## src/rtl/core/rdp_pkg.sv

```systemverilog
// Package for the rotary dial pulse decoder.
// Holds the phase encoding, register indexes, reset values and shared structs.
// No dependencies.
`timescale 1ns / 1ps

package rdp_pkg;

  localparam int unsigned CfgW   = 16;
  localparam int unsigned TimeW  = 32;
  localparam int unsigned TallyW = 4;
  localparam int unsigned DigitW = 4;
  localparam int unsigned CfgIdxW = 2;

  localparam logic [TallyW-1:0] TallyMax = TallyW'(10);

  localparam logic [CfgW-1:0] MinBreakRst = CfgW'(20);
  localparam logic [CfgW-1:0] MaxBreakRst = CfgW'(100);
  localparam logic [CfgW-1:0] IdTimeoutRst = CfgW'(300);

  typedef enum logic [CfgIdxW-1:0] {
    CFG_MIN_BREAK  = 2'd0,
    CFG_MAX_BREAK  = 2'd1,
    CFG_ID_TIMEOUT = 2'd2
  } cfg_idx_e;

  typedef enum logic [1:0] {
    PH_IDLE  = 2'd0,
    PH_BREAK = 2'd1,
    PH_MAKE  = 2'd2
  } phase_e;

  typedef struct packed {
    logic [CfgW-1:0] min_break_ms;
    logic [CfgW-1:0] max_break_ms;
    logic [CfgW-1:0] id_timeout_ms;
  } cfg_t;

  typedef struct packed {
    logic              pulse_seen;
    logic              digit_ready;
    logic [DigitW-1:0] digit;
  } res_t;

endpackage

```

## src/rtl/core/rdp_if.sv

```systemverilog
// Valid/ready channel interfaces for the rotary dial pulse decoder.
// Depends on rdp_pkg for field widths.
`timescale 1ns / 1ps

interface rdp_in_if;
  logic                        valid;
  logic                        ready;
  logic                        line_break;
  logic [rdp_pkg::TimeW-1:0]   now_ms;

  modport source (output valid, line_break, now_ms, input ready);
  modport sink   (input valid, line_break, now_ms, output ready);
endinterface

interface rdp_out_if;
  logic                        valid;
  logic                        ready;
  logic                        pulse_seen;
  logic                        digit_ready;
  logic [rdp_pkg::DigitW-1:0]  digit;

  modport source (output valid, pulse_seen, digit_ready, digit, input ready);
  modport sink   (input valid, pulse_seen, digit_ready, digit, output ready);
endinterface

```

## src/rtl/core/rotary_dial_pulse_decoder.sv

```systemverilog
// Rotary dial pulse decoder: times loop breaks and makes, counts pulses, emits digits.
// Throughput one beat per cycle while the sink keeps out_if.ready high.
// Path: input register -> state update in rdp_core -> result register.
// Reset (rst_ni low, asynchronous) empties both registers, returns to idle, clears
// the tally, stamp and digit, and loads the default break window and timeout.
// Depends on rdp_pkg, rdp_if, rdp_cfg and rdp_core.
`timescale 1ns / 1ps

module rotary_dial_pulse_decoder (
  input  logic                          clk_i,
  input  logic                          rst_ni,
  rdp_in_if.sink                        in_if,
  rdp_out_if.source                     out_if,
  input  logic                          cfg_we_i,
  input  logic [rdp_pkg::CfgIdxW-1:0]   cfg_idx_i,
  input  logic [rdp_pkg::CfgW-1:0]      cfg_wdata_i
);

  // Input register: captures one sample beat.
  logic                          in_vld_q;
  logic                          in_brk_q;
  logic [rdp_pkg::TimeW-1:0]     in_now_q;

  // Result register: one result beat waiting for the sink.
  logic                          out_vld_q;
  rdp_pkg::res_t                 out_res_q;

  rdp_pkg::cfg_t                 cfg;
  rdp_pkg::res_t                 res;

  logic advance;   // move the held sample through the state machine
  logic in_take;

  // Advance a held sample whenever the result slot is free or being drained this cycle.
  assign advance  = in_vld_q && (!out_vld_q || out_if.ready);
  assign in_if.ready = !in_vld_q || advance;
  assign in_take  = in_if.valid && in_if.ready;

  always_ff @(posedge clk_i or negedge rst_ni) begin
    if (!rst_ni) begin
      in_vld_q <= 1'b0;
    end else if (in_if.ready) begin
      in_vld_q <= in_if.valid;
    end
  end

  // Payload needs no reset; load it with each accepted beat.
  always_ff @(posedge clk_i) begin
    if (in_take) begin
      in_brk_q <= in_if.line_break;
      in_now_q <= in_if.now_ms;
    end
  end

  rdp_cfg u_cfg (
    .clk_i       (clk_i),
    .rst_ni      (rst_ni),
    .cfg_we_i    (cfg_we_i),
    .cfg_idx_i   (cfg_idx_i),
    .cfg_wdata_i (cfg_wdata_i),
    .cfg_o       (cfg)
  );

  // State update happens exactly once per sample, when it leaves the input register.
  rdp_core u_core (
    .clk_i        (clk_i),
    .rst_ni       (rst_ni),
    .cfg_i        (cfg),
    .step_i       (advance),
    .line_break_i (in_brk_q),
    .now_ms_i     (in_now_q),
    .res_o        (res)
  );

  // Hold the result until taken; refill on advance, drop valid when drained.
  always_ff @(posedge clk_i or negedge rst_ni) begin
    if (!rst_ni) begin
      out_vld_q <= 1'b0;
    end else if (advance) begin
      out_vld_q <= 1'b1;
    end else if (out_if.ready) begin
      out_vld_q <= 1'b0;
    end
  end

  always_ff @(posedge clk_i) begin
    if (advance) begin
      out_res_q <= res;
    end
  end

  assign out_if.valid       = out_vld_q;
  assign out_if.pulse_seen  = out_res_q.pulse_seen;
  assign out_if.digit_ready = out_res_q.digit_ready;
  assign out_if.digit       = out_res_q.digit;

endmodule

```

## src/rtl/core/rdp_cfg.sv

```systemverilog
// Configuration register file of the rotary dial pulse decoder.
// Depends on rdp_pkg.
`timescale 1ns / 1ps

module rdp_cfg (
  input  logic                          clk_i,
  input  logic                          rst_ni,
  input  logic                          cfg_we_i,
  input  logic [rdp_pkg::CfgIdxW-1:0]   cfg_idx_i,
  input  logic [rdp_pkg::CfgW-1:0]      cfg_wdata_i,
  output rdp_pkg::cfg_t                 cfg_o
);

  rdp_pkg::cfg_t cfg_q, cfg_d;

  always_comb begin
    cfg_d = cfg_q;
    if (cfg_we_i) begin
      unique case (cfg_idx_i)
        rdp_pkg::CFG_MIN_BREAK:  cfg_d.min_break_ms  = cfg_wdata_i;
        rdp_pkg::CFG_MAX_BREAK:  cfg_d.max_break_ms  = cfg_wdata_i;
        rdp_pkg::CFG_ID_TIMEOUT: cfg_d.id_timeout_ms = cfg_wdata_i;
        default: ; // unmapped index: drop the write
      endcase
    end
  end

  always_ff @(posedge clk_i or negedge rst_ni) begin
    if (!rst_ni) begin
      cfg_q.min_break_ms  <= rdp_pkg::MinBreakRst;
      cfg_q.max_break_ms  <= rdp_pkg::MaxBreakRst;
      cfg_q.id_timeout_ms <= rdp_pkg::IdTimeoutRst;
    end else begin
      cfg_q <= cfg_d;
    end
  end

  assign cfg_o = cfg_q;

endmodule

```

## src/rtl/core/rdp_core.sv

```systemverilog
// Break/make timing state machine of the rotary dial pulse decoder.
// Holds the decoder state and forms one result per sample. Depends on rdp_pkg.
`timescale 1ns / 1ps

module rdp_core (
  input  logic                          clk_i,
  input  logic                          rst_ni,
  input  rdp_pkg::cfg_t                 cfg_i,
  input  logic                          step_i,
  input  logic                          line_break_i,
  input  logic [rdp_pkg::TimeW-1:0]     now_ms_i,
  output rdp_pkg::res_t                 res_o
);

  rdp_pkg::phase_e                   phase_q, phase_d;
  logic [rdp_pkg::TimeW-1:0]         stamp_q, stamp_d;
  logic [rdp_pkg::TallyW-1:0]        tally_q, tally_d;
  logic                              last_brk_q;
  logic [rdp_pkg::DigitW-1:0]        digit_q, digit_d;

  logic [rdp_pkg::TimeW-1:0] elapsed;
  logic                      opened;
  logic                      in_window;
  logic                      brk_over;
  logic                      make_over;
  logic                      pulse;
  logic                      ready;
  logic                      finish;

  assign elapsed   = now_ms_i - stamp_q;  // wraps modulo 2^32
  assign opened    = line_break_i && !last_brk_q;
  assign in_window = (elapsed >= rdp_pkg::TimeW'(cfg_i.min_break_ms)) &&
                     (elapsed <= rdp_pkg::TimeW'(cfg_i.max_break_ms));
  assign brk_over  = elapsed > rdp_pkg::TimeW'(cfg_i.max_break_ms);
  assign make_over = elapsed > rdp_pkg::TimeW'(cfg_i.id_timeout_ms);

  always_comb begin
    phase_d = phase_q;
    stamp_d = stamp_q;
    tally_d = tally_q;
    pulse   = 1'b0;
    finish  = 1'b0;
    unique case (phase_q)
      rdp_pkg::PH_IDLE: begin
        if (opened) begin
          stamp_d = now_ms_i;
          phase_d = rdp_pkg::PH_BREAK;
        end
      end
      rdp_pkg::PH_BREAK: begin
        if (!line_break_i) begin
          if (in_window) begin
            pulse = 1'b1;
            if (tally_q < rdp_pkg::TallyMax) begin
              tally_d = tally_q + 1'b1;
            end
          end
          stamp_d = now_ms_i;
          phase_d = rdp_pkg::PH_MAKE;
        end else if (brk_over) begin
          finish = 1'b1;
        end
      end
      rdp_pkg::PH_MAKE: begin
        if (opened) begin
          stamp_d = now_ms_i;
          phase_d = rdp_pkg::PH_BREAK;
        end else if (make_over) begin
          finish = 1'b1;
        end
      end
      default: phase_d = rdp_pkg::PH_IDLE;
    endcase

    // Close the digit: emit only if at least one pulse was counted.
    ready   = finish && (tally_q != '0);
    digit_d = digit_q;
    if (finish) begin
      phase_d = rdp_pkg::PH_IDLE;
      tally_d = '0;
    end
    if (ready) begin
      digit_d = (tally_q >= rdp_pkg::TallyMax) ? '0 : rdp_pkg::DigitW'(tally_q);
    end
  end

  always_ff @(posedge clk_i or negedge rst_ni) begin
    if (!rst_ni) begin
      phase_q    <= rdp_pkg::PH_IDLE;
      stamp_q    <= '0;
      tally_q    <= '0;
      last_brk_q <= 1'b0;
      digit_q    <= '0;
    end else if (step_i) begin
      phase_q    <= phase_d;
      stamp_q    <= stamp_d;
      tally_q    <= tally_d;
      last_brk_q <= line_break_i;
      digit_q    <= digit_d;
    end
  end

  assign res_o.pulse_seen  = pulse;
  assign res_o.digit_ready = ready;
  assign res_o.digit       = digit_d;

endmodule

```

## src/flat_wrapper.sv

```systemverilog
// flat-port wrapper written by rule: the top's interface ports become plain ports
module rotary_dial_pulse_decoder_flat 
  (clk_i, rst_ni, cfg_we_i, cfg_idx_i, cfg_wdata_i, in_if_valid, in_if_line_break, in_if_now_ms, in_if_ready, out_if_valid, out_if_pulse_seen, out_if_digit_ready, out_if_digit, out_if_ready);
  rdp_in_if in_if_i ();
  rdp_out_if out_if_i ();
  input  logic clk_i;
  input  logic rst_ni;
  input  logic cfg_we_i;
  input  logic [rdp_pkg::CfgIdxW-1:0] cfg_idx_i;
  input  logic [rdp_pkg::CfgW-1:0] cfg_wdata_i;
  input wire logic [$bits(in_if_i.valid)-1:0] in_if_valid;
  input wire logic [$bits(in_if_i.line_break)-1:0] in_if_line_break;
  input wire logic [$bits(in_if_i.now_ms)-1:0] in_if_now_ms;
  output wire logic [$bits(in_if_i.ready)-1:0] in_if_ready;
  output wire logic [$bits(out_if_i.valid)-1:0] out_if_valid;
  output wire logic [$bits(out_if_i.pulse_seen)-1:0] out_if_pulse_seen;
  output wire logic [$bits(out_if_i.digit_ready)-1:0] out_if_digit_ready;
  output wire logic [$bits(out_if_i.digit)-1:0] out_if_digit;
  input wire logic [$bits(out_if_i.ready)-1:0] out_if_ready;
  assign in_if_i.valid = in_if_valid;
  assign in_if_i.line_break = in_if_line_break;
  assign in_if_i.now_ms = in_if_now_ms;
  assign in_if_ready = in_if_i.ready;
  assign out_if_valid = out_if_i.valid;
  assign out_if_pulse_seen = out_if_i.pulse_seen;
  assign out_if_digit_ready = out_if_i.digit_ready;
  assign out_if_digit = out_if_i.digit;
  assign out_if_i.ready = out_if_ready;
  rotary_dial_pulse_decoder u_core (.clk_i(clk_i), .rst_ni(rst_ni), .in_if(in_if_i), .out_if(out_if_i), .cfg_we_i(cfg_we_i), .cfg_idx_i(cfg_idx_i), .cfg_wdata_i(cfg_wdata_i));
endmodule
```

## config.mk

```make
export PLATFORM = sky130hd
export DESIGN_NAME = rotary_dial_pulse_decoder_flat
export DESIGN_NICKNAME = d
export VERILOG_FILES = /design/src/rtl/core/rdp_pkg.sv /design/src/rtl/core/rdp_if.sv /design/src/rtl/core/rotary_dial_pulse_decoder.sv /design/src/rtl/core/rdp_cfg.sv /design/src/rtl/core/rdp_core.sv /design/src/flat_wrapper.sv
export SDC_FILE = /design/constraint.sdc
export NUM_CORES = 1
export LEC_CHECK = 0
export ABC_AREA = 1
export BUFFER_PORTS_ARGS = -buffer_cell sky130_fd_sc_hd__clkbuf_2
export CAP_MARGIN = 20
export CORE_ASPECT_RATIO = 0.8
export CORE_UTILIZATION = 40
export DETAILED_ROUTE_END_ITERATION = 8
export HOLD_SLACK_MARGIN = 0.08
export PLACE_DENSITY = 0.61
export SKIP_CTS_REPAIR_TIMING = 1
export SYNTH_ARGS = -nofsm -noshare
export SYNTH_HDL_FRONTEND = slang
export SYNTH_SLANG_ARGS = --single-unit
```

## constraint.sdc

```tcl
create_clock -name clk_i -period 3.8 [get_ports clk_i]
set_input_delay 0.38 -clock clk_i [delete_from_list [all_inputs] [get_ports clk_i]]
set_output_delay 0.38 -clock clk_i [all_outputs]
set_load 0.01 [all_outputs]
```

Yosys cells after proc, flatten, opt, wreduce, memory -nomap -nowiden
Cells that the tools add are included.
W data, S select, Z words.
{"block": "totals", "reg_bits": 132, "input_bits": 56, "out_inout_bits": 8, "word_cells": 81}
{"block": "op_classes", "addsub": 2, "magnitude_cmp": 6, "n_eq_ne": 9, "n_mux": 22, "n_bitwise": 1, "n_reduce_logical": 26}
{"op": "$gt A32 B16 Y1", "count": 2}
{"op": "$mux W32", "count": 2}
{"op": "$pmux W32 S2", "count": 1}
{"op": "$ge A32 B16 Y1", "count": 1}
{"op": "$le A32 B16 Y1", "count": 1}
{"op": "$sub A32 B32 Y32", "count": 1}
{"op": "$mux W4", "count": 7}
{"op": "$reduce_bool A2 Y1", "count": 5}
{"op": "$mux W1", "count": 7}
{"op": "$mux W2", "count": 3}
{"op": "$reduce_and A2 Y1", "count": 3}
{"op": "$logic_and A1 B1 Y1", "count": 5}
{"op": "$reduce_and A5 Y1", "count": 1}
{"op": "$add A4 B1 Y4 const B", "count": 1}
{"op": "$eq A2 B1 Y1 const B", "count": 2}
{"op": "$eq A2 B2 Y1 const B", "count": 2}
{"op": "$ge A4 B4 Y1 const B", "count": 1}
{"op": "$logic_not A2 Y1", "count": 2}
{"op": "$lt A4 B4 Y1 const B", "count": 1}
{"op": "$ne A2 B2 Y1 const B", "count": 2}
{"op": "$pmux W2 S2", "count": 1}
{"op": "$reduce_and A4 Y1", "count": 1}
{"op": "$reduce_bool A4 Y1", "count": 1}
{"op": "$reduce_or A2 Y1", "count": 2}
{"op": "8 further kinds", "count": 11}

Longest topological paths before layout
Gate-level depths: netlist (run 1).
{"block": "depth", "word_depth": 7, "mapped_depth": 27, "ltp_nobuf": 27}

Cells and area by module
Synthesis (run 1) repeated with hierarchy kept, for this count alone.
{"block": "unflattened", "hier_cells": 1232, "hier_area_um2": 9146.3}
{"mod": "rdp_core", "n_inst": 1, "cells_per_inst": 967, "area_each_um2": 5824.3, "seq_area_each_um2": 1076.0}
{"mod": "rdp_cfg", "n_inst": 1, "cells_per_inst": 214, "area_each_um2": 2055.7, "seq_area_each_um2": 1212.4}
{"mod": "rotary_dial_pulse_decoder", "n_inst": 1, "cells_per_inst": 51, "area_each_um2": 1266.2, "seq_area_each_um2": 1221.2}

Least setup slack after synthesis (run 1)
Ideal clock, no wire load.
{"block": "synth_timing", "path_kind": "reg-to-reg", "from": "register u_core.u_core.stamp_q[0] in the netlist's numbering", "to": "register u_core.out_res_q, in the netlist u_core.out_if.digit[1], data pin", "setup_time_ps": 255, "t_arrival_ps": 2842, "required_time_ps": 3545, "setup_slack_ps": 704, "path_stages_with_launch": 19, "path_buffers": 0, "synth_period_minus_slack_ps": 3096, "cell_sequence": "dfrtp_1 > ha_1 > fa_1 > nor2_1 > or2_1 > nand3_1 > nand2_2 > xor2_1 > ha_1 > nand4_1 > o221ai_1 > a21o_1 > nand2_1 > nand3_2 > nand2_2 > nand2_4 > nand3_4 > nand2_1 > and2_1"}
{"item": "start: declaration", "line": "rdp_core.sv:16", "text": "logic [rdp_pkg::TimeW-1:0] stamp_q, stamp_d;"}
{"item": "start signal: assignment", "line": "rdp_core.sv:96", "text": "stamp_q <= stamp_d;"}
{"item": "end signal: assignment", "line": "rotary_dial_pulse_decoder.sv:88", "text": "out_res_q <= res;"}
{"item": "end: declaration", "line": "rotary_dial_pulse_decoder.sv:26", "text": "rdp_pkg::res_t out_res_q;"}

Worst setup path in the final report (run 1)
{"block": "layout_timing", "from": "register u_core.in_now_q[5] in the netlist's numbering", "to": "register u_core.u_core.tally_q[2] in the netlist's numbering"}
{"block": "layout_between", "elab_chain_len": 7, "word_cells_on_any_way": 17, "cone_classes": "add/sub: 1; order compare: 4; eq/ne: 1; mux: 6; reduce/logical: 5"}
{"item": "start: declaration", "line": "rotary_dial_pulse_decoder.sv:22", "text": "logic [rdp_pkg::TimeW-1:0] in_now_q;"}
{"item": "start signal: assignment", "line": "rotary_dial_pulse_decoder.sv:51", "text": "in_now_q <= in_if.now_ms;"}
{"item": "$sub A32 B32 Y32 *", "line": "rdp_core.sv:30", "text": "assign elapsed = now_ms_i - stamp_q;"}
{"item": "$gt A32 B16 Y1, on equally long branches", "line": "rdp_core.sv:35, rdp_core.sv:34"}
{"item": "$mux W1, on equally long branches", "line": "rdp_core.sv:68, rdp_core.sv:60"}
{"item": "$mux W1, on equally long branches", "line": "rdp_core.sv:65, rdp_core.sv:51"}
{"item": "$pmux W1 S2", "line": "rdp_core.sv:43", "text": "unique case (phase_q)"}
{"item": "$ne A2 B2 Y1 (no source line) or $reduce_bool A2 Y1 (tied branches)"}
{"item": "$reduce_and A5 Y1 (no source line)"}
{"item": "end signal: assignment", "line": "rdp_core.sv:97", "text": "tally_q <= tally_d;"}
{"item": "end: declaration", "line": "rdp_core.sv:17", "text": "logic [rdp_pkg::TallyW-1:0] tally_q, tally_d;"}
Mark *: on every way between the ends. The rest lies on a longest branch, timed or not.
A chain may end at the register's enable or synchronous reset.

==> results of run 1 <==
[per-stage QoR]
step	utilization [%]	cell area, um2
after floorplan	-	8716
after global placement	44.62	9366
after detailed placement	44.62	9366
after CTS	47.32	9933
after global routing	48.06	10090
final	48.06	10090
[metal layers]
metal / global-route usage [%] / vias to the layer above / wire length, um
met2: 28.34 / 172 / 8385
met5: 0 / - / 0
met1: 29.72 / 3300 / 11030
li1: - / 3817 / -
met4: 5.761 / 0 / 231
met3: 3.924 / 21 / 1021
[critical path: cells and delay by family (launching register included)]
family                   cells  cell delay, ns
buffers and inverters        2            0.08
AND/OR/NAND/NOR             12            1.02
flip-flops                   1            0.41
AO/OA/AOI/OAI                4            0.83
XOR/XNOR                     1            0.37
adder cells (fa/ha/maj)      2            0.76
[registers in the layout (all words and copies together), names as in the netlist]
| register | count |
|---|---|
| u_core.out_if.digit | 4 |
| u_core.in_now_q | 32 |
| u_core.in_vld_q | 1 |
| u_core.u_core.tally_q | 4 |
| u_core.in_brk_q | 1 |
| u_core.u_core.last_brk_q | 1 |
| u_core.u_core.digit_q | 4 |
| u_core.u_cfg.cfg_o | 48 |
| u_core.out_if.valid | 1 |
| u_core.u_core.phase_q | 2 |
| u_core.out_if.digit_ready | 1 |
| u_core.u_core.stamp_q | 32 |
| u_core.out_if.pulse_seen | 1 |
[cells by family after synthesis]
logic type / after synthesis / share of synthesized area [%]
compound gates: 141 / 8.527
xor+xnor: 15 / 1.507
fa+ha+maj: 87 / 12.58
mux: 1 / 0.1292
buf+inv: 262 / 11.28
simple gates: 544 / 25.71
flops: 132 / 40.27
[layout make-up]
class	count	area, um2
repair buffers	71	387.9
multi-input cells	788	4362
clock buffers	18	429.2
clock inverters	14	137.6
inverters	247	927.1
flip-flops and latches	132	3510
well taps	269	336.6
fillers	2067	10900
[worst max-delay path by stage]
stage	start	depth (start not counted)	end	slack (ns)
6_report	u_core.in_now_q[5]$_DFFE_PP_	21	u_core.u_core.tally_q[2]$_DFFE_PN0P_	0.23
4_1_cts	u_core.u_core.stamp_q[0]$_DFFE_PN0P_	21	u_core.out_if.digit[1]$_DFFE_PP_	0.07
3_3_place_gp	u_core.u_core.stamp_q[0]$_DFFE_PN0P_	21	u_core.out_if.digit[1]$_DFFE_PP_	0.14
5_1_grt	u_core.in_now_q[14]$_DFFE_PP_	21	u_core.out_if.digit[1]$_DFFE_PP_	-0.03
3_5_place_dp	u_core.u_core.stamp_q[0]$_DFFE_PN0P_	21	u_core.out_if.digit[1]$_DFFE_PP_	0.11
2_1_floorplan	u_core.u_core.stamp_q[0]$_DFFE_PN0P_	18	u_core.out_if.digit[1]$_DFFE_PP_	0.70
[where the power goes]
part	internal (mW)	leakage, nW	switching, mW	total [mW]
Sequential	1.82	1.52	0.140	1.96
Combinational	1.75	3.64	3.08	4.84
Clock	0.959	0.273	0.653	1.61
Total	4.53	5.44	3.87	8.40
[placed cells by master, fill, tap and decap left out, types with 5 or more instances in the layout]
cell	netlist	final
xor2_2	0	5
clkbuf_2	0	62
dfrtp_1	84	84
xor2_1	14	7
dfstp_2	9	9
nand2_2	13	12
edfxtp_1	39	39
nor3_1	6	5
o21ai_0	87	87
clkinv_2	0	5
clkbuf_16	0	17
nor2_2	7	7
nand3_1	43	41
nor2_1	63	62
ha_1	86	77
a21oi_1	40	37
buf_4	0	7
nand4_1	11	11
ha_2	0	9
inv_1	242	242
nand2_1	391	391
==> results.yml, run 1 <==
critical_path:
  rrSetupSlack_ns: 0.23
  timing.rr.end: "u_core.u_core.tally_q[2]$_DFFE_PN0P_"
  cp-start-kind: "register"
  r2r_start: "u_core.in_now_q[5]$_DFFE_PP_"
  cp_slowest_cell: "ha_2"
  path_cells: "ha_2 -> nand2_2 -> nor2_1 -> nand2_1 -> nand2_2 -> xor2_1 -> ha_1 -> nand2_1 -> inv_1 -> a221oi_1 -> o21ai_0 -> nand2_1 -> inv_1 -> o21ai_0 -> a21oi_1 -> nand2_2 -> nor2_4 -> nand2_2 -> nand2_1 -> nand2_1 -> nor2_1"
  path_max_fanout: 5
  slowest_delay_ns: 0.43
  crit_type: "register to register"
  crit_path_end_kind: "register"
  crit_path_frequent_cell: "nand2_1"
  worstPathArrival_ns: 3.88
  rr_worst_depth: 21
  required_ns: 4.11
route:
  drt_iter0_drc: 504
  post_drt_wl_per_cell_um: 13.43
  ant_nets: 0
  num_vias: 7310
  dr.pass1.iters: 5
  totalWireLength_um: 20670
  vias_per_cell: 4.750
  drc: 0
hold_path:
  hold_class: "input port to register"
  hold_depth: 1
  worstHoldEndpoint: "u_core.in_now_q[21]$_DFFE_PP_"
  hold_start: "in_if_now_ms[21]"
clocking:
  clock_sinks: 132
  cts.path.max_buffers: 2
  cts_root_buffer: "clkbuf_16"
  numCtsBuffers: 17
  clk_pin_slew_ns: 0.06
  cts_tree: "yes"
  htreeDepth: 4
  clock_latency_ns: 0.43
floorplanning:
  start_util_pct: 41.52
  die_h_um: 134.0
  die_x_um: 167.0
  dieArea_mm2: 0.02239
  coreArea_mm2: 0.02099
  rows: 47
  io_pins: 64
synthesis:
  seq_area_frac_synth_pct: 40.27
  synth_edf_count: 39
  ys_ff_latch: 132
  synthCells: 1182
  syn-num-nets: 1325
  synth_top_cell_by_area: "dfrtp_1"
  syn_avg_cell_area_um2: 7.374
  syn_area_mm2: 0.008716
  yosys_most_used_dff: "dfrtp_1"
  synth_top_area_share_pct: 24.12
  synth_commonest_cells: "391 x nand2_1, 242 x inv_1, 87 x o21ai_0"
  synth.most_common_cell: "nand2_1"
  yosys-top-cells-area: "dfrtp_1 24%, nand2_1 17%, edfxtp_1 13%, ha_1 12%, inv_1 10%"
  synth_cell_type_count: 38
  async_flop_share_pct: 70.45
  synth_warnings: 0
placed_design:
  hpwl_um: 15990
  pre_cts_ws_ns: 0.1078
  io_buffers: 63
  gp_congestion: 0.9069
  numPlacedInstances: 1505
layout:
  final_nets: 1400
  diodes: 0
  synthToLayoutAreaGrowth_pct: 15.76
  drive_above_1_share_pct: 12.91
  final_cells: 1539
outcome:
  status: "complete, no violations"
global_routing:
  grt_pass1_wl_um: 34760
  grt-ovfl-total: 0
  track_usage_pct: 19.74
  antenna_found_initial: 0
  grt_max_degree: 64
  grt_pass1_vias: 6800
sta:
  hold_viol_final: 0
  timing.hold.ws_ns: 0.1251
  slew_headroom_pct: 33.67
  worst_slew_pin_slew_ns: 0.9925
  worst_slack_ns: 0.2304
  setup_violations: 0
  finClkSkew_ns: 0.01053
  tns_ns: 0
  final_max_slew_viol_count: 0
  max_clock_freq_mhz: 280.1
  min_period_ns: 3.570
  finalCritPeriodShare_pct: 93.94
power_and_ir_drop:
  power.total_mw: 8.403
  ir_drop_uv: 337.6
  leakagePower_nw: 5.437
  powerDensity_mw_per_mm2: 832.8
run:
  maxCapViolCount: 0
(Power assumes the default switching activity.)
==> run 2, diff against run 1 <==
CTS_BUF_LIST = sky130_fd_sc_hd__clkbuf_16   (was unset)
clock period = 4.3 ns   (was 3.8 ns; I/O delays follow)
==> run 2 against run 1 <==
Effect of this change:
- count of clock-buffer cells in the layout shrank 1
- flip-flop and latch count is the same
- largest power group unchanged
- critical path type unchanged
- die area is the same
- non-clock buffer count shrank 4
- core utilization shrank 0.79 points
- cell area shrank 1.6%
- critical endpoint is now u_core.out_if.digit[1]$_DFFE_PP_
- combinational power fell by 15%
==> results.yml, run 2 (synthesis gave the netlist of run 1 again) <==
clocking:
  cts_root_buffer: "clkbuf_16"
  htreeDepth: 4
  clk_pin_slew_ns: 0.06
  cts_tree: "yes"
  clock_sinks: 132
  cts.path.max_buffers: 2
  numCtsBuffers: 17
  clock_latency_ns: 0.43
sta:
  finalCritPeriodShare_pct: 87.78
  min_period_ns: 3.775
  setup_violations: 0
  slew_headroom_pct: 36.17
  worst_slew_pin_slew_ns: 0.9551
  hold_viol_final: 0
  max_clock_freq_mhz: 264.9
  finClkSkew_ns: 0.01049
  tns_ns: 0
  rsz0062_at_grt: "false"
  final_max_slew_viol_count: 0
  timing.hold.ws_ns: 0.09751
floorplanning:
  die_h_um: 134.0
  coreArea_mm2: 0.02099
  io_pins: 64
  rows: 47
  die_x_um: 167.0
  dieArea_mm2: 0.02239
  start_util_pct: 41.52
route:
  dr.pass1.iters: 5
  drc: 0
  ant_nets: 0
  totalWireLength_um: 20890
  drt_iter0_drc: 459
  met3RoutedLength_um: 1061
  num_vias: 7289
  vias_per_cell: 4.749
  maxUsedRoutingLayer: "met4"
  dr_wl_met2_um: 8603
  wl_met1_um: 10970
  post_drt_wl_per_cell_um: 13.61
layout:
  synthToLayoutAreaGrowth_pct: 13.85
  diodes: 0
  final_cells: 1535
  final_cell_mix: "391 x nand2_1, 244 x inv_1, 87 x o21ai_0"
  largest_reg_flops: 48
  final_common_cell: "nand2_1"
  final_nets: 1396
  drive_above_1_share_pct: 10.74
  postLayoutCellArea_mm2: 0.009923
critical_path:
  cp_slowest_cell: "fa_1"
  cp-start-kind: "register"
  crit_type: "register to register"
  worstPathArrival_ns: 3.95
  path_max_fanout: 7
  crit_path_end_kind: "register"
  path_cells: "ha_1 -> fa_1 -> inv_1 -> nand2_1 -> nand3_1 -> nand2_1 -> nand2_2 -> xor2_1 -> ha_1 -> nand2_1 -> inv_1 -> nand3_1 -> nor3_1 -> nand2_1 -> o2111ai_1 -> nand2_1 -> nand3_1 -> nand2_1 -> nand2_4 -> nand4_1 -> and2_1"
  rrSetupSlack_ns: 0.53
  crit_path_frequent_cell: "nand2_1"
  required_ns: 4.48
  slowest_delay_ns: 0.45
hold_path:
  hold_class: "input port to asynchronous set/reset pin"
power_and_ir_drop:
  power.total_mw: 7.254
  leakagePower_nw: 5.413
  ir_drop_uv: 287.9
  powerDensity_mw_per_mm2: 731.1
global_routing:
  track_usage_pct: 20.09
  antenna_found_initial: 0
  grt-ovfl-total: 0
  grt_pass1_wl_um: 35080
  grt_pass1_vias: 6886
  grt_max_degree: 66
placed_design:
  gp_congestion: 0.9071
  numPlacedInstances: 1502
  place_area_mm2: 0.009344
  io_buffers: 63
  hpwl_um: 16200
outcome:
  status: "complete, no violations"
run:
  maxCapViolCount: 0
## run 2: through the flow
stage | worst slack [ns] | utilization (%)
3_5_place_dp | 0.5825 | 44.51
5_1_grt | 0.2489 | 47.27
6_report | 0.5254 | 47.27
2_1_floorplan | 1.204 | -
3_3_place_gp | 0.5477 | 44.51
4_1_cts | 0.5535 | 47.21
## run 2: final timing paths
| path | startpoint | depth (start not counted) | to |
|---|---|---|---|
| worst max-delay path | u_core.u_core.stamp_q[0]$_DFFE_PN0P_ | 21 | u_core.out_if.digit[1]$_DFFE_PP_ |
| worst min-delay path | rst_ni | 1 | u_core.u_cfg.cfg_o[32]$_DFFE_PN0P_ |
| worst max register to register | u_core.u_core.stamp_q[0]$_DFFE_PN0P_ | 21 | u_core.out_if.digit[1]$_DFFE_PP_ |
| worst min register to register | u_core.u_core.digit_q[3]$_DFFE_PN0P_ | 2 | u_core.u_core.digit_q[3]$_DFFE_PN0P_ |
| max in group asynchronous | rst_ni | 2 | u_core.u_cfg.cfg_o[3]$_DFFE_PN1P_ |
| min in group clk_i | in_if_now_ms[14] | 1 | u_core.in_now_q[14]$_DFFE_PP_ |
## run 2: critical path: cells and delay by family (launching register included)
kind / cells / cell delay (ns)
and+or+nand+nor: 14 / 1.62
buffers and inverters: 2 / 0.21
DFF: 1 / 0.38
xor gates and xnor gates: 1 / 0.35
adders and majority gates: 3 / 0.87
AOI/OAI and AO/OA: 1 / 0.10
## run 2: cell type report
cell class	instances	area, um2
inverter	247	927.1
timing repair buffer	67	351.6
clock inverter	15	142.6
sequential	132	3510
fill	2134	11070
clock buffer	17	425.4
multi-input combinational	788	4230
tap	269	336.6
## run 2: where the power goes
part	internal [mW]	switching, mW
Combinational	1.45	2.66
Clock	0.845	0.572
Sequential	1.60	0.121
Total	3.90	3.35
## run 2: per-layer routing
layer / vias up / track usage [%]
met1: 3289 / 29.95
li1: 3821 / -
met5: - / 0
met3: 18 / 3.983
met2: 161 / 29.24
met4: 0 / 5.813
==> run 3, diff against run 2 <==
CELL_PAD_IN_SITES_DETAIL_PLACEMENT = 1   (was unset)
CELL_PAD_IN_SITES_GLOBAL_PLACEMENT = 1   (was unset)
CORE_UTILIZATION = 49   (was 40)
PLACE_DENSITY = 0.91   (was 0.61)
==> run 3 against run 2 <==
Effect of this change:
- cell area is 0.14% higher
- wire length is 20% higher
- critical path depth stayed put
- power is 5.1% higher
- register-to-register slack worse by 0.07 ns
- global-route usage is 9.7 points higher
- largest power group unchanged
- highest routed layer unchanged
==> results.yml, run 3 (synthesis gave the netlist of run 1 again) <==
placed_design:
  hpwl_um: 18330
  gp_congestion: 0.9057
  io_buffers: 63
layout:
  largest_reg_flops: 48
  final_cell_mix: "391 x nand2_1, 243 x inv_1, 87 x o21ai_0"
  fillers: 2237
  synthToLayoutAreaGrowth_pct: 14.01
  final_nets: 1398
  drive_above_1_share_pct: 10.96
  diodes: 0
  final_common_cell: "nand2_1"
floorplanning:
  io_pins: 64
  start_util_pct: 50.15
  dieArea_mm2: 0.01833
  coreArea_mm2: 0.01738
  die_x_um: 151.1
  die_h_um: 121.3
  rows: 43
route:
  post_drt_wl_per_cell_um: 16.79
  drt_iter0_drc: 338
  drc: 0
  ant_nets: 0
  dr.pass1.iters: 4
  vias_per_cell: 5.259
  totalWireLength_um: 25060
  num_vias: 7852
critical_path:
  crit_buf_inv: 2
  worstPathArrival_ns: 4.05
  cp-start-kind: "register"
  slowest_delay_ns: 0.46
  required_ns: 4.50
  path_cells: "ha_1 -> nand2_1 -> inv_1 -> nand2_1 -> nor3_1 -> nand2_1 -> nand2_2 -> xor2_1 -> ha_1 -> nand2_1 -> inv_1 -> nand3_1 -> nor3_1 -> nand2_1 -> o2111ai_1 -> nand2_1 -> nand3_1 -> nand2_1 -> nand2_4 -> nand4_1 -> and2_1"
  crit_type: "register to register"
  path_max_fanout: 7
  cp_top_family: "simple AND/OR/NAND/NOR gates"
  cp_slowest_cell: "edfxtp_1"
  crit_path_end_kind: "register"
  crit_path_frequent_cell: "nand2_1"
sta:
  final_max_slew_viol_count: 0
  rsz0062_at_grt: "false"
  worst_slew_pin_slew_ns: 1.001
  tns_ns: 0
  finalCritPeriodShare_pct: 89.37
  hold_viol_final: 0
  setup_violations: 0
  min_period_ns: 3.843
  slew_headroom_pct: 33.13
  max_clock_freq_mhz: 260.2
  finClkSkew_ns: 0.007197
global_routing:
  grt_pass1_wl_um: 41660
  antenna_found_initial: 0
  grt-ovfl-total: 0
  grt_pass1_vias: 8469
  grt_max_degree: 69
  track_usage_pct: 29.80
hold_path:
  hold_class: "input port to asynchronous set/reset pin"
clocking:
  clock_latency_ns: 0.44
  cts.path.max_buffers: 2
  htreeDepth: 4
  cts_root_buffer: "clkbuf_16"
  clock_sinks: 132
  cts_tree: "yes"
  clk_pin_slew_ns: 0.06
  numCtsBuffers: 17
outcome:
  status: "complete, no violations"
run:
  maxCapViolCount: 0
power_and_ir_drop:
  powerDensity_mw_per_mm2: 767.1
  leakagePower_nw: 5.452
  p_int_mw: 3.957
  clkPwrFrac_pct: 19.0
  switching_share_pct: 48.09
  power.total_mw: 7.623
  ir_drop_uv: 262.8
  switchingPower_mw: 3.666
  combPwrFrac_pct: 58.1
  seq_power_share_pct: 22.8
## run 3: path summary, 6_finish.rpt
| kind | start | end | slack [ns] | depth (start not counted) |
|---|---|---|---|---|
| max in group asynchronous | rst_ni | u_core.u_cfg.cfg_o[8]$_DFFE_PN1P_ | 3.16 | 2 |
| setup / recovery | u_core.in_now_q[13]$_DFFE_PP_ | u_core.out_if.digit[1]$_DFFE_PP_ | 0.46 | 21 |
| setup reg to reg | u_core.in_now_q[13]$_DFFE_PP_ | u_core.out_if.digit[1]$_DFFE_PP_ | 0.46 | 21 |
| hold / removal | rst_ni | u_core.u_core.stamp_q[5]$_DFFE_PN0P_ | 0.08 | 1 |
| min in group clk_i | in_if_now_ms[14] | u_core.in_now_q[14]$_DFFE_PP_ | 0.16 | 1 |
| hold reg to reg | u_core.u_core.digit_q[1]$_DFFE_PN0P_ | u_core.u_core.digit_q[1]$_DFFE_PN0P_ | 0.49 | 2 |
## run 3: stage by stage
stage	hold slack [ns]	worst slack, ns	instances	util (%)	area [um2]
after floorplan	0.1344	1.204	1182	-	8716
after global placement	0.4634	0.7372	1458	53.45	9289
after detailed placement	0.4735	0.6270	1458	53.45	9289
after CTS	0.1497	0.4840	1490	56.78	9867
after global routing	0.1470	0.1612	1493	57.18	9937
final	0.08386	0.4571	1493	57.18	9937
## run 3: layout make-up
cell class,instances,area [um2],share of cell area [%]
clock buffers,18,450.4,4.533
well taps,225,281.5,2.833
repair buffers,69,410.4,4.130
clock inverters,14,127.6,1.284
inverters,247,927.1,9.330
multi-input cells,788,4230,42.57
flip-flops and latches,132,3510,35.32
## run 3: layer usage
| layer | GRT usage, % | part of all wire [%] | up-vias |
|---|---|---|---|
| met3 | 5.865 | 4.1 | 40 |
| met2 | 49.77 | 48 | 143 |
| met4 | 9.438 | 1.7 | 0 |
| met1 | 38.59 | 46 | 3835 |
| met5 | 0 | 0 | - |
| li1 | - | - | 3834 |
## run 3: power by group through the flow
stage | registers, mW | logic, mW | clock network [mW]
2_1_floorplan | 1.72 | 3.00 | 0
3_3_place_gp | 1.74 | 3.93 | 0
3_5_place_dp | 1.76 | 4.16 | 0
4_1_cts | 1.74 | 4.37 | 1.47
5_1_grt | 1.78 | 4.99 | 1.52
6_report | 1.74 | 4.43 | 1.45
